### src/design/mlvm_pkg.sv
package mlvm_pkg;

	typedef struct packed {
		logic signed [15:0] delta_x;
		logic signed [15:0] delta_y;
	} in_item_t;

	typedef struct packed {
		logic signed [15:0] right_x;
		logic signed [15:0] right_y;
		logic signed [15:0] right_z;
		logic signed [15:0] up_x;
		logic signed [15:0] up_y;
		logic signed [15:0] up_z;
		logic signed [15:0] back_x;
		logic signed [15:0] back_y;
		logic signed [15:0] back_z;
		logic signed [31:0] shift_x;
		logic signed [31:0] shift_y;
		logic signed [31:0] shift_z;
	} out_item_t;

	typedef enum logic [1:0] {
		CFG_LOOK_SPEED = 2'd0,
		CFG_POSITION_X = 2'd1,
		CFG_POSITION_Y = 2'd2,
		CFG_POSITION_Z = 2'd3
	} cfg_index_t;

	typedef enum logic [2:0] {
		F_IDLE,
		F_MULX,
		F_MULY,
		F_WRAP,
		F_PUSH
	} front_state_t;

	typedef enum logic [3:0] {
		B_IDLE,
		B_RED,
		B_XM,
		B_X2M,
		B_X2,
		B_H1,
		B_H2,
		B_H3,
		B_SM,
		B_SC,
		B_PM,
		B_PS,
		B_DM,
		B_DA,
		B_OUT
	} back_state_t;

	// Q30 fixed point
	localparam logic signed [31:0] Q30_ONE = 32'sd1073741824;
	// pi/180 in Q30
	localparam logic [24:0] DEG_TO_RAD = 25'd18740330;

	// Horner divisors and floor(2^30 / d)
	localparam logic [6:0]  SIN_DIV   [0:4] = '{7'd110, 7'd72, 7'd42, 7'd20, 7'd6};
	localparam logic [6:0]  COS_DIV   [0:4] = '{7'd90, 7'd56, 7'd30, 7'd12, 7'd2};
	localparam logic [29:0] SIN_RECIP [0:4] = '{30'd9761289, 30'd14913080, 30'd25565281,
		30'd53687091, 30'd178956970};
	localparam logic [29:0] COS_RECIP [0:4] = '{30'd11930464, 30'd19173961, 30'd35791394,
		30'd89478485, 30'd536870912};

endpackage

### src/design/mlvm_front.sv
module mlvm_front #(
	parameter int ANGLE_FRAC_BITS = 16
) (
	input  logic                            clk,
	input  logic                            arst_n,
	input  logic                            in_valid,
	output logic                            in_stall,
	input  mlvm_pkg::in_item_t              in_data,
	input  logic [15:0]                     look_speed,
	input  logic                            q_full,
	output logic                            q_push,
	output logic [2*ANGLE_FRAC_BITS+16:0]   q_data
);
	import mlvm_pkg::*;

	localparam int YAW_W   = ANGLE_FRAC_BITS + 9;
	localparam int PITCH_W = ANGLE_FRAC_BITS + 8;
	localparam int YW      = ANGLE_FRAC_BITS + 13;
	localparam int STEP_SH = 20 - ANGLE_FRAC_BITS;

	localparam logic signed [YW-1:0] D89   = YW'(89 <<< ANGLE_FRAC_BITS);
	localparam logic signed [YW-1:0] D180  = YW'(180 <<< ANGLE_FRAC_BITS);
	localparam logic signed [YW-1:0] D360  = YW'(360 <<< ANGLE_FRAC_BITS);
	localparam logic signed [YW-1:0] D720  = YW'(720 <<< ANGLE_FRAC_BITS);
	localparam logic signed [YW-1:0] D1440 = YW'(1440 <<< ANGLE_FRAC_BITS);
	localparam logic signed [YW-1:0] D2880 = YW'(64'sd2880 <<< ANGLE_FRAC_BITS);

	front_state_t state_q, state_d;

	logic signed [15:0]        dx_q, dy_q;
	logic signed [32:0]        prod_q, mul_d;
	logic signed [15:0]        mul_a;
	logic signed [YW-1:0]      y_q, step, pitch_sum;
	logic signed [PITCH_W-1:0] p_q, p_clamp;
	logic signed [YAW_W-1:0]   yaw_q, yaw_new;
	logic signed [PITCH_W-1:0] pitch_q;
	logic [1:0]                cnt_q;

	assign mul_a   = (state_q == F_MULX) ? dx_q : dy_q;
	assign mul_d   = 33'(mul_a) * $signed({17'b0, look_speed});
	assign step    = YW'(prod_q >>> STEP_SH);
	assign yaw_new = YAW_W'(y_q - D180);

	assign pitch_sum = YW'(pitch_q) + step;
	always_comb begin
		if (pitch_sum > D89) begin
			p_clamp = PITCH_W'(D89);
		end else if (pitch_sum < -D89) begin
			p_clamp = PITCH_W'(-D89);
		end else begin
			p_clamp = PITCH_W'(pitch_sum);
		end
	end

	// next state
	always_comb begin
		state_d = state_q;
		case (state_q)
			F_IDLE:  if (in_valid) state_d = F_MULX;
			F_MULX:  state_d = F_MULY;
			F_MULY:  state_d = F_WRAP;
			F_WRAP:  if (cnt_q == 2'd3) state_d = F_PUSH;
			F_PUSH:  if (!q_full) state_d = F_IDLE;
			default: state_d = F_IDLE;
		endcase
	end

	// outputs
	always_comb begin
		in_stall = 1'b1;
		q_push   = 1'b0;
		case (state_q)
			F_IDLE:  in_stall = 1'b0;
			F_PUSH:  q_push = !q_full;
			default: begin
				in_stall = 1'b1;
				q_push   = 1'b0;
			end
		endcase
	end

	assign q_data = {yaw_new, p_q};

	always_ff @(posedge clk) begin
		prod_q <= mul_d;
		if (state_q == F_IDLE && in_valid) begin
			dx_q <= in_data.delta_x;
			dy_q <= in_data.delta_y;
		end
		if (state_q == F_MULY) begin
			y_q <= YW'(yaw_q) + step + D180;
		end
		if (state_q == F_WRAP) begin
			case (cnt_q)
				2'd0: begin
					p_q <= p_clamp;
					if (y_q < 0) y_q <= y_q + D2880;
				end
				2'd1:    if (y_q >= D1440) y_q <= y_q - D1440;
				2'd2:    if (y_q >= D720) y_q <= y_q - D720;
				default: if (y_q >= D360) y_q <= y_q - D360;
			endcase
		end
	end

	always_ff @(posedge clk or negedge arst_n) begin
		if (!arst_n) begin
			state_q <= F_IDLE;
			cnt_q   <= 2'd0;
			yaw_q   <= '0;
			pitch_q <= '0;
		end else begin
			state_q <= state_d;
			if (state_q == F_WRAP) begin
				cnt_q <= cnt_q + 2'd1;
			end
			if (state_q == F_PUSH && !q_full) begin
				yaw_q   <= yaw_new;
				pitch_q <= p_q;
			end
		end
	end

endmodule

### config.mk
export PLATFORM = sky130hd
export DESIGN_NAME = mlvm_front
export DESIGN_NICKNAME = d
export VERILOG_FILES = /design/src/design/mlvm_pkg.sv /design/src/design/mlvm_front.sv
export SDC_FILE = /design/constraint.sdc
export NUM_CORES = 1
export LEC_CHECK = 0
export ABC_AREA = 1
export BUFFER_PORTS_ARGS = -buffer_cell sky130_fd_sc_hd__buf_2
export CORE_MARGIN = 3
export CORE_UTILIZATION = 58
export DETAILED_ROUTE_END_ITERATION = 10
export PLACE_DENSITY = 0.86
export REMOVE_ABC_BUFFERS = 1
export SLEW_MARGIN = 0
export SYNTH_ARGS = -nofsm -noshare
export SYNTH_HDL_FRONTEND = slang
export SYNTH_SLANG_ARGS = --single-unit
export TNS_END_PERCENT = 1
### constraint.sdc
create_clock -name clk -period 5.7 [get_ports clk]
set_clock_uncertainty 0.1 [all_clocks]
set_input_delay 0.57 -clock clk [delete_from_list [all_inputs] [get_ports clk]]
set_output_delay 0.57 -clock clk [all_outputs]
set_load 0.02 [all_outputs]
==> impl_results.md <==
- Status: finished, violations left
- Violated checks: negative setup slack
- Layout net count: 3507
- Final setup vio count: 20
- RSZ-0062 raised after global routing: yes
- Ratio of cells with drive above 1 in the final layout: 15.8%
- Max_cap viols: 0
- Filler cells: 2865
- Final ANT Viol Nets: 0
- Root Buffer: clkbuf_16
- Routed WL: 63900 µm
- Mapped Cells: 2797
- CP arrival: 6320 ps
- Avg Synthesized Cell Area: 7.43 µm²
- TritonCTS Buffers: 17
- Ys flop type: edfxtp_1
- Crit path capture type: flip-flop
- Final HPWL DP: 52000 µm
- Fin crit share: 107%
- Setup_tns: -4860 ps
- Starting density of the core: 59.6%
- Hold Crit Endpoint: dx_q[13]
- Register area share after synthesis: 21.2%
- Peak Freq: 0.164 GHz
- Yosys top cell area share: 18.9%
- Hold Path Origin: in_data[29]
- FF-to-FF setup slack: -380 ps
- Post-route minimum period: 6080 ps
- Die Footprint: 38100 µm²
- Max FO, Critical Path: 12
- CP startpoint kind: flip-flop
- Largest cells by area after synthesis: fa_1 (19%), nand2_1 (14%), ha_1 (13%)
- Post-synth ARST share: 32.1%
- IO Count: 103
- Largest net degree at the start of global routing: 55
- Gr ovfl total: 0
- Average routed wire per standard cell: 18.2 µm
- Worst r2r dst: prod_q[29]
- Cell variety after synth: 55
- Final Hold Fails: 0
- Initial antenna violation count: 0
- GRT met1 Usage: 40.9%
- Placed inst area: 22900 µm²
- CTS tree: done
- Clk slew on worst S/H paths: 70 ps
- Count leader, synth: nand2_1
- Via count: 19500
- Vias in the first global route: 19600
- Final design utilization: 69.5%
- Die Ht: 195 µm
- Drt initial violations: 1576
- Finished Cell Area: 24200 µm²
- Global Route met3 Usage: 3.62%
- First-pass GRT wire length: 101000 µm
- DRT Pass-1 Iters: 6
- Req. time, crit path: 5940 ps
- #FFs+latches synth: 168
- Setup ws final: -382 ps
- Worst Hold Class: in2reg
- Clock tree sinks: 168
- Post-synth EDFFs: 78
- Critical R2R Launch: state_q[2]
- Crit path kind: reg2reg
- Slew headroom: 28.0%
- Chip width: 195 µm
- Syn-to-layout area delta: 16.6%
- Yosys top cell by area: fa_1
- GRT met2 Usage: 58.2%
- Gr busiest metal: met2
- RePlAce Congestion: 1.04
- Worst skew pair latency: 460 ps
- Longest Clk Path Bufs: 2
- Post-synth top cells: nand2_1 (761), inv_1 (531), nor2_1 (273)
- Reg2Reg Depth: 27
- DR DRC count: 0
- Tightest Pin Transition: 1070 ps
- Worst hold stages: 1
- Synth warnings: 0
- Area of the mapped netlist: 20800 µm²
- Antenna Cells: 0
- IO Port Bufs: 102
- Via density: 5.56
- Fin. max-slew vios: 0
- H-tree Lvls: 4
- Rows: 68
- Total GRT Usage: 33.3%
- Core area: 34900 µm²
through the flow:
stage	worst slack, ps	hold WS [ps]	std cells
after global placement	-497	350	3456
after floorplan	-966	174	2720
after CTS	-358	179	3498
after global routing	-633	175	3505
after detailed placement	-672	367	3456
final	-382	194	3505
state kept, by name, summed over array words and instances, names as in the netlist:
| name | flops |
|---|---|
| dx_q | 16 |
| yaw_q | 25 |
| prod_q | 29 |
| dy_q | 16 |
| y_q | 29 |
| cnt_q | 2 |
| state_q | 3 |
| pitch_q | 24 |
| p_q | 24 |
worst max-delay path by stage:
stage,end,cells after the start,start,slack (ps)
global placement,prod_q[20],26,state_q[0],-500
global route,prod_q[29],26,state_q[2],-630
CTS,prod_q[29],28,state_q[0],-360
detailed placement,prod_q[23],25,state_q[0],-670
floorplan,prod_q[28],21,state_q[2],-970
finish,prod_q[29],27,state_q[2],-380
cell usage in the layout (no fill, tap or decap), drive strengths merged, types with 5 or more instances in the layout:
cell type,count
nor2,290
dfrtp,54
a21oi,125
nor4,7
edfxtp,78
a31oi,19
o21a,5
o21bai,10
o21ai,104
buf,297
inv,546
o211ai,7
clkinv,13
xor2,40
xnor2,19
a21o,8
nand2,768
nand3,97
nand4,25
ha,222
a21boi,5
nor3,21
fa,196
clkbuf,21
nand3b,10
dfxtp,36
routing by layer:
metal	vias up	share of wire (%)
met1	9205	38
li1	9172	-
met3	200	6.6
met4	0	5.7
met5	-	0
met2	896	49
area by class of cell:
class	count	area (µm²)	area share, %
inverter	548	2070	8.56
sequential	168	4410	18.2
tap	455	569	2.35
timing repair buffer	298	2140	8.81
multi-input combinational	2004	14400	59.6
clock buffer	21	493	2.03
clock inverter	11	111	0.460
kinds of logic after synthesis:
logic type / synth area share (%)
compound gates: 8.34
buf+inv: 11.8
fa+ha+maj: 32.3
xor+xnor: 2.49
simple gates: 23.9
flops: 21.2
critical path, cell delays in order (launching register included):
cell	delay, ps
dfrtp_1	410
nor2_4	150
nand2_4	90
buf_12	150
buf_4	130
o21ai_1	110
buf_4	190
nor2_1	80
fa_1	510
inv_1	60
fa_1	530
inv_1	50
fa_1	540
fa_2	460
fa_1	480
inv_1	50
fa_1	490
inv_2	50
ha_4	280
buf_4	130
nand2_2	70
inv_2	110
nand2_4	70
nor3_2	130
nand3_1	100
nand4_1	150
a31oi_2	130
xor2_1	170
timing repair:
| item | in CTS | in global routing |
|---|---|---|
| endpoints found under the setup margin | 22 | 23 |
| pin swaps | 19 | 38 |
| gates cloned | 1 | 0 |
| hold buffers | 1 | 0 |
| buffers inserted | 8 | 8 |
| gates resized for setup | 78 | 78 |
| endpoints found under the hold margin | 11 | 0 |
Power is left out: the tool's default activity adds up to more than one toggle a clock period on the data nets, which glitch-free logic cannot reach.
