<file path="src/design/mlvm_queue.sv">
module mlvm_queue #(
	parameter int W = 2
) (
	input  logic         clk,
	input  logic         arst_n,
	input  logic         push,
	input  logic [W-1:0] push_data,
	output logic         full,
	input  logic         pop,
	output logic [W-1:0] pop_data,
	output logic         empty
);

	logic [W-1:0] mem_q [2];
	logic         wr_q;
	logic         rd_q;
	logic [1:0]   cnt_q;

	assign full     = (cnt_q == 2'd2);
	assign empty    = (cnt_q == 2'd0);
	assign pop_data = mem_q[rd_q];

	always_ff @(posedge clk) begin
		if (push && !full) begin
			mem_q[wr_q] <= push_data;
		end
	end

	always_ff @(posedge clk or negedge arst_n) begin
		if (!arst_n) begin
			wr_q  <= 1'b0;
			rd_q  <= 1'b0;
			cnt_q <= 2'd0;
		end else begin
			if (push && !full) begin
				wr_q <= ~wr_q;
			end
			if (pop && !empty) begin
				rd_q <= ~rd_q;
			end
			case ({push && !full, pop && !empty})
				2'b10:   cnt_q <= cnt_q + 2'd1;
				2'b01:   cnt_q <= cnt_q - 2'd1;
				default: cnt_q <= cnt_q;
			endcase
		end
	end

endmodule

</file>
<file path="config.mk">
export PLATFORM = sky130hd
export DESIGN_NAME = mlvm_queue
export DESIGN_NICKNAME = d
export VERILOG_FILES = /design/src/design/mlvm_queue.sv
export SDC_FILE = /design/constraint.sdc
export NUM_CORES = 1
export LEC_CHECK = 0
export BUFFER_PORTS_ARGS = -buffer_cell sky130_fd_sc_hd__buf_2
export CAP_MARGIN = 20
export CORE_AREA = 2 2 39 41
export DETAILED_ROUTE_END_ITERATION = 8
export DIE_AREA = 0 0 41 43
export PLACE_DENSITY = 0.44
export SLEW_MARGIN = 20
export SYNTH_ARGS = -nofsm -noshare
export SYNTH_HDL_FRONTEND = slang
export SYNTH_SLANG_ARGS = --single-unit
</file>
<file path="constraint.sdc">
create_clock -name clk -period 2.3 [get_ports clk]
set_input_delay 0.46 -clock clk [delete_from_list [all_inputs] [get_ports clk]]
set_output_delay 0.46 -clock clk [all_outputs]
set_load 0.02 [all_outputs]
</file>
==> results.md, run 1 <==
- Status: completed
- Clock sinks: 8
- CP required: 1840 ps
- Initial DRT Pass Iterations: 1
- #FFs+latches synth: 8
- Mean Syn Cell Area: 14.1 um^2
- Tightest Pin Transition: 184 ps
- Slew headroom: 87.7%
- Setup_tns: 0 ps
- Area leader, netlist: edfxtp_1
- Layout fillers: 146
- Finished Layout Cells: 54
- Worst Hold Depth: 1
- Power Total: a little over 0.6 mW
- RR Endpoint: cnt_q[1]
- Min cycle time layout: 1630 ps
- Routed length per instance: 11.4 um
- FMAX: 613 MHz
- Synthesized instance count: 24
- Crit path from: rd_q
- Post-Route WL: ~620 um
- Area delta synth->final: 29.9%
- Hold WC Path Type: in2reg
- Synth cell types: 12
- # port buffers: 9
- Initial Utilization: 24.5%
- Via count: 221
- CTS resizes: 0
- Power Dens Cells: 1380 nW/um^2
- Total track usage: 8.33%
- Worst skew pair latency: 250 ps
- HPWL Detailed: 488 um
- DRC Markers: 0
- Final Hold Viols: 0
- Critical Path AT: about 1200 ps
- Finished Cell Area: 440 um^2
- First-pass GRT wire length: 862 um
- CP Class: reg2out
- Hold Path Sink: mem_q[0][0]
- I/O pin total: 10
- Peak supply drop: about 0.57 mV
- Worst Min Path Start: push_data[0]
- Die Wd: 41 um
- Area post-placement: 404 um^2
- CP Capture Type: output port
- Part of the cycle the worst path needs: 71.0%
- Congestion Overflow GR: 0
- Lkg Pwr: 0.200 nW
- Share of post-route cells with drive strength above 1: 39.5%
- Initial antenna violation count: 0
- Clk buf depth: 2
- DIE AREA: 1760 um^2
- Worst r2r path cells: 5
- Startpoint Class: flip-flop
- ANT nets after route: 0
- # rows: 14
- Largest net degree at the start of global routing: 6
- TritonCTS Buffers: 3
- Final Slew Violations: 0
- Register area share after synthesis: 64.9%
- Setup Skew: between 3 and 4 ps
- Synth top area share: 35.4%
- Max cap viols: 0
- Final Net Count: 46
- Chip height: ~43 um
- Antenna diodes: 0
- RSZ-0062 raised after global routing: false
- Crit-path max FO: 3
- CTS root buf: clkbuf_4
- DR iter-0 viols: 0
- Clk slew on worst S/H paths: 60 ps
- R2r setup slk: approximately 900 ps
- Post-Synthesis Net Count: 31
- Htree depth: 1
- Top cells by area, synth: edfxtp_1 35%, dfrtp_1 30%, xnor2_1 7.7%, mux2_2 6.6%, xor2_1 5.2%
- Placer's final routability congestion estimate: ~0.64
- Vias in the first global route: ~210
- Vias per Instance: ~4
- CTS tree: done
- Placed cells: 49
- Synth Warn #: 0
- Syn Std Cell Area: 339 um^2
- Core area: 1380 um^2
- Finish-stage setup viols: 0
- Reg-to-Reg Start: cnt_q[0]
-- cell families after synthesis --
kind of cell             after synthesis  synth area share (%)
AND/OR/NAND/NOR                        7                  10.7
XOR/XNOR                               5                  12.9
multiplexers                           2                  6.64
flip-flops                             8                  64.9
adder cells (fa/ha/maj)                1                  3.69
buffers and inverters                  1                  1.11
-- final cells by class --
cell class	instances	area [um^2]	share of cell area [%]
inverters	1	3.75	0.852
clock buffers	4	26.3	5.97
multi-input cells	15	115	26.1
well taps	16	20.0	4.55
repair buffers	10	55.1	12.5
flip-flops and latches	8	220	50.0
-- worst max path at each step --
stage                       end  cells past startpoint
finish              pop_data[0]                      2
global route        pop_data[1]                      2
CTS                 pop_data[0]                      2
detailed placement     cnt_q[1]                      5
global placement       cnt_q[1]                      5
floorplan              cnt_q[1]                      5
-- what timing repair did --
item                      4_1_cts  5_1_grt
buffers inserted                0        0
hold endpoints to repair        1        0
hold buffers                    1        0
-- cell usage after synthesis --
| cell type | count |
|---|---|
| and3_1 | 1 |
| dfrtp_1 | 4 |
| edfxtp_1 | 4 |
| ha_1 | 1 |
| inv_1 | 1 |
| mux2_2 | 2 |
| nand2_1 | 1 |
| nand2b_1 | 1 |
| nor2_1 | 3 |
| nor2b_2 | 1 |
| xnor2_1 | 3 |
| xor2_1 | 2 |
-- sequential cells by signal (all words and copies together), names as in the netlist --
name   count
wr_q       1
mem_q      4
cnt_q      2
rd_q       1
-- metal layers --
layer,GRT usage [%],up-vias,wire (um)
li1,-,108,-
met1,8.70,106,265
met2,11.9,7,308
met3,4.71,0,42
met4,6.00,0,0
met5,0,-,0
-- metrics by stage --
stage          util, %  setup slack, ps  hold WS (ps)
2_1_floorplan        -              790           164
3_3_place_gp      29.2              948           270
3_5_place_dp      29.2              894           274
4_1_cts           31.8              646           390
5_1_grt           31.8              621           388
6_report          31.8              668           400
-- cell usage in the layout (no fill, tap or decap), drive strengths merged, types with 2 or more instances in the layout --
cell / synthesis / layout
xnor2: 3 / 3
nor2: 3 / 3
buf: 0 / 9
clkbuf: 0 / 4
edfxtp: 4 / 4
mux2: 2 / 2
dfrtp: 4 / 4
xor2: 2 / 2
-- power breakdown --
group	leakage [nW]	total (mW)	switching [mW]	internal, mW
combinational	0.101	0.233	0.123	0.110
sequential	0.0838	0.256	0.0467	0.210
clock	0.0150	0.117	0.0505	0.0665
total	0.200	0.606	0.220	0.386
-- worst max-delay path, stage by stage, from the launching register on --
cell and delay (ps):
dfrtp_1 410, mux2_2 350, buf_2 160
(Power assumes the default switching activity.)
==> inputs of run 2 (changes only) <==
clock period = 1.57 ns   (was 2.3 ns; I/O delays follow)
==> results.md, run 2 (synthesis gave the netlist of run 1 again) <==
- TritonCTS Buffers: 3 (unchanged)
- Final core occ: 31.8% (unchanged)
- Placed cells: 49 (unchanged)
- Core area: 1380 um^2 (unchanged)
- HPWL Detailed: 468 um (was 488 um)
- CP Capture Type: output port (unchanged)
- Most frequent cells in the layout: 9 x buf_2, 4 x dfrtp_1, 4 x edfxtp_1 (unchanged)
- Final Slew Violations: 0 (unchanged)
- Final Hold Viols: 0 (unchanged)
- DRC Markers: 0 (unchanged)
- Reg-to-Reg Start: cnt_q[0] (unchanged)
- RR Endpoint: cnt_q[1] (unchanged)
- Final Net Count: 46 (unchanged)
- Share of post-route cells with drive strength above 1: 39.5% (unchanged)
- Crit-path max FO: 3 (unchanged)
- ANT nets after route: 0 (unchanged)
- CTS resizes: 0 (unchanged)
- Largest net degree at the start of global routing: 6 (unchanged)
- Status: completed (unchanged)
- Chip height: 43 um (unchanged)
- Vias per Instance: 4.09 (unchanged)
- Power Dens Cells: 2020 nW/um^2 (was 1380 nW/um^2)
- CTS root buf: clkbuf_4 (unchanged)
- Max reg flops: 4 (unchanged)
- Clock sinks: 8 (unchanged)
- DIE AREA: 1760 um^2 (unchanged)
- Initial antenna violation count: 0 (unchanged)
- Reg with most FFs: mem_q (unchanged)
- Congestion Overflow GR: 0 (unchanged)
- # port buffers: 9 (unchanged)
- WP buf/inv: 1 (unchanged)
- Setup_tns: 0 ps (unchanged)
- Area delta synth->final: 29.9% (unchanged)
- Initial DRT Pass Iterations: 3 (was 1)
- Hold WC Path Type: in2reg (unchanged)
- First-pass GRT wire length: 924 um (was 862 um)
- RSZ-0062 raised after global routing: false (unchanged)
- Finish-stage setup viols: 0 (unchanged)
- Peak supply drop: 0.654 mV (was 0.573 mV)
- Startpoint Class: flip-flop (unchanged)
- Worst r2r path cells: 5 (unchanged)
- Min setup slack post-route: 109 ps (was 668 ps)
- Part of the cycle the worst path needs: 93.1%
- Slowest stage delay, CP: 400 ps (was 410 ps)
- Via count: 221 (unchanged)
- Delay-heaviest family, CP: flip-flops (unchanged)
- CTS tree: done (unchanged)
- Worst skew pair latency: 250 ps (about the same)
- Most common cell after layout, fill and taps aside: buf_2 (unchanged)
- Clk buf depth: 2 (unchanged)
- Placer's final routability congestion estimate: 0.672 (was 0.641)
- Lkg Pwr: 0.200 nW (unchanged)
- Setup Skew: 3.65 ps (was 3.95 ps)
- Initial Utilization: 24.5% (unchanged)
- Slowest CP cell: dfrtp_1 (unchanged)
- Worst Min Path Start: push_data[0] (unchanged)
- Die Wd: 41 um (unchanged)
- R2r setup slk: 180 ps (was 900 ps)
- Largest regs: mem_q x4, cnt_q x2 (unchanged)
- CP required: 1260 ps (was 1840 ps)
- I/O pin total: 10 (unchanged)
- DR iter-0 viols: 1 (was 0)
- Total track usage: 9.16% (was 8.33%)
- Tightest Pin Transition: 210 ps (was 184 ps)
- Max cap viols: 0 (unchanged)
- Routed length per instance: 11.2 um (was 11.4 um)
- Clk slew on worst S/H paths: 60 ps (about the same)
- FMAX: 685 MHz
- Post-Route WL: 607 um (was 617 um)
- Critical Path AT: 1150 ps (was 1170 ps)
- Worst Hold Depth: 1 (unchanged)
- Antenna diodes: 0 (unchanged)
- # rows: 14 (unchanged)
- Min cycle time layout: 1460 ps
- Slew headroom: 86.0% (was 87.7%)
- Finished Layout Cells: 54 (unchanged)
- Layout fillers: 149 (was 146)
- Hold Path Sink: mem_q[0][0] (unchanged)
- Worst path cell trace: mux2_2, buf_2 (unchanged)
- Htree depth: 1 (unchanged)
- Vias in the first global route: 214 (was 207)
- CP Class: reg2out (unchanged)
- Dpl ws: 188 ps (was 894 ps)
-- run 2: cell counts in the layout (fill, tap and decap cells not counted) --
Identical to the previous run, type by type.
-- run 2: cell type report --
| cell class | count | area, um^2 | share of cell area [%] |
|---|---|---|---|
| timing repair buffer | 10 | 55.1 | 12.5 |
| tap | 16 | 20.0 | 4.55 |
| multi-input combinational | 15 | 115 | 26.1 |
| sequential | 8 | 220 | 50.0 |
| inverter | 1 | 3.75 | 0.852 |
| clock buffer | 4 | 26.3 | 5.97 |
-- run 2: worst register-to-register path: cells and delay by family (launching register included) --
family                     cells  cell delay [ps]
xor gates and xnor gates       1              170
adders and majority gates      1              330
DFF                            1              410
and+or+nand+nor                3              410
-- run 2: repair_timing --
action / CTS / global route
endpoints found under the hold margin: 4 / 0
setup buffers: 0 / 0
hold buffers: 1 / 0
-- run 2: report_power, final --
| part | switching (mW) | internal, mW |
|---|---|---|
| Sequential | 0.0640 | 0.307 |
| Combinational | 0.187 | 0.162 |
| Clock | 0.0703 | 0.0972 |
-- run 2: per-stage QoR --
| stage | cell area [um^2] | hold WS [ps] | power [mW] |
|---|---|---|---|
| CTS | 440 | 248 | 0.908 |
| detailed placement | 404 | 126 | 0.724 |
| global placement | 404 | 124 | 0.706 |
| floorplan | 339 | 18.4 | 0.626 |
| finish | 440 | 253 | 0.888 |
| global route | 440 | 244 | 0.959 |
-- run 2: worst max-delay path by stage --
stage,from,endpoint,slack (ps),depth (start not counted)
global placement,cnt_q[0],cnt_q[1],230,5
global route,rd_q,pop_data[0],50,2
floorplan,cnt_q[0],cnt_q[1],60,5
detailed placement,cnt_q[0],cnt_q[1],190,5
CTS,rd_q,pop_data[1],90,2
finish,rd_q,pop_data[0],110,2
-- run 2: layer usage --
metal  global-route usage [%]  share of wire (%)
met5                        0                  0
met4                     8.00                2.8
met3                     6.81                8.1
met2                     13.4                 52
met1                     7.38                 37
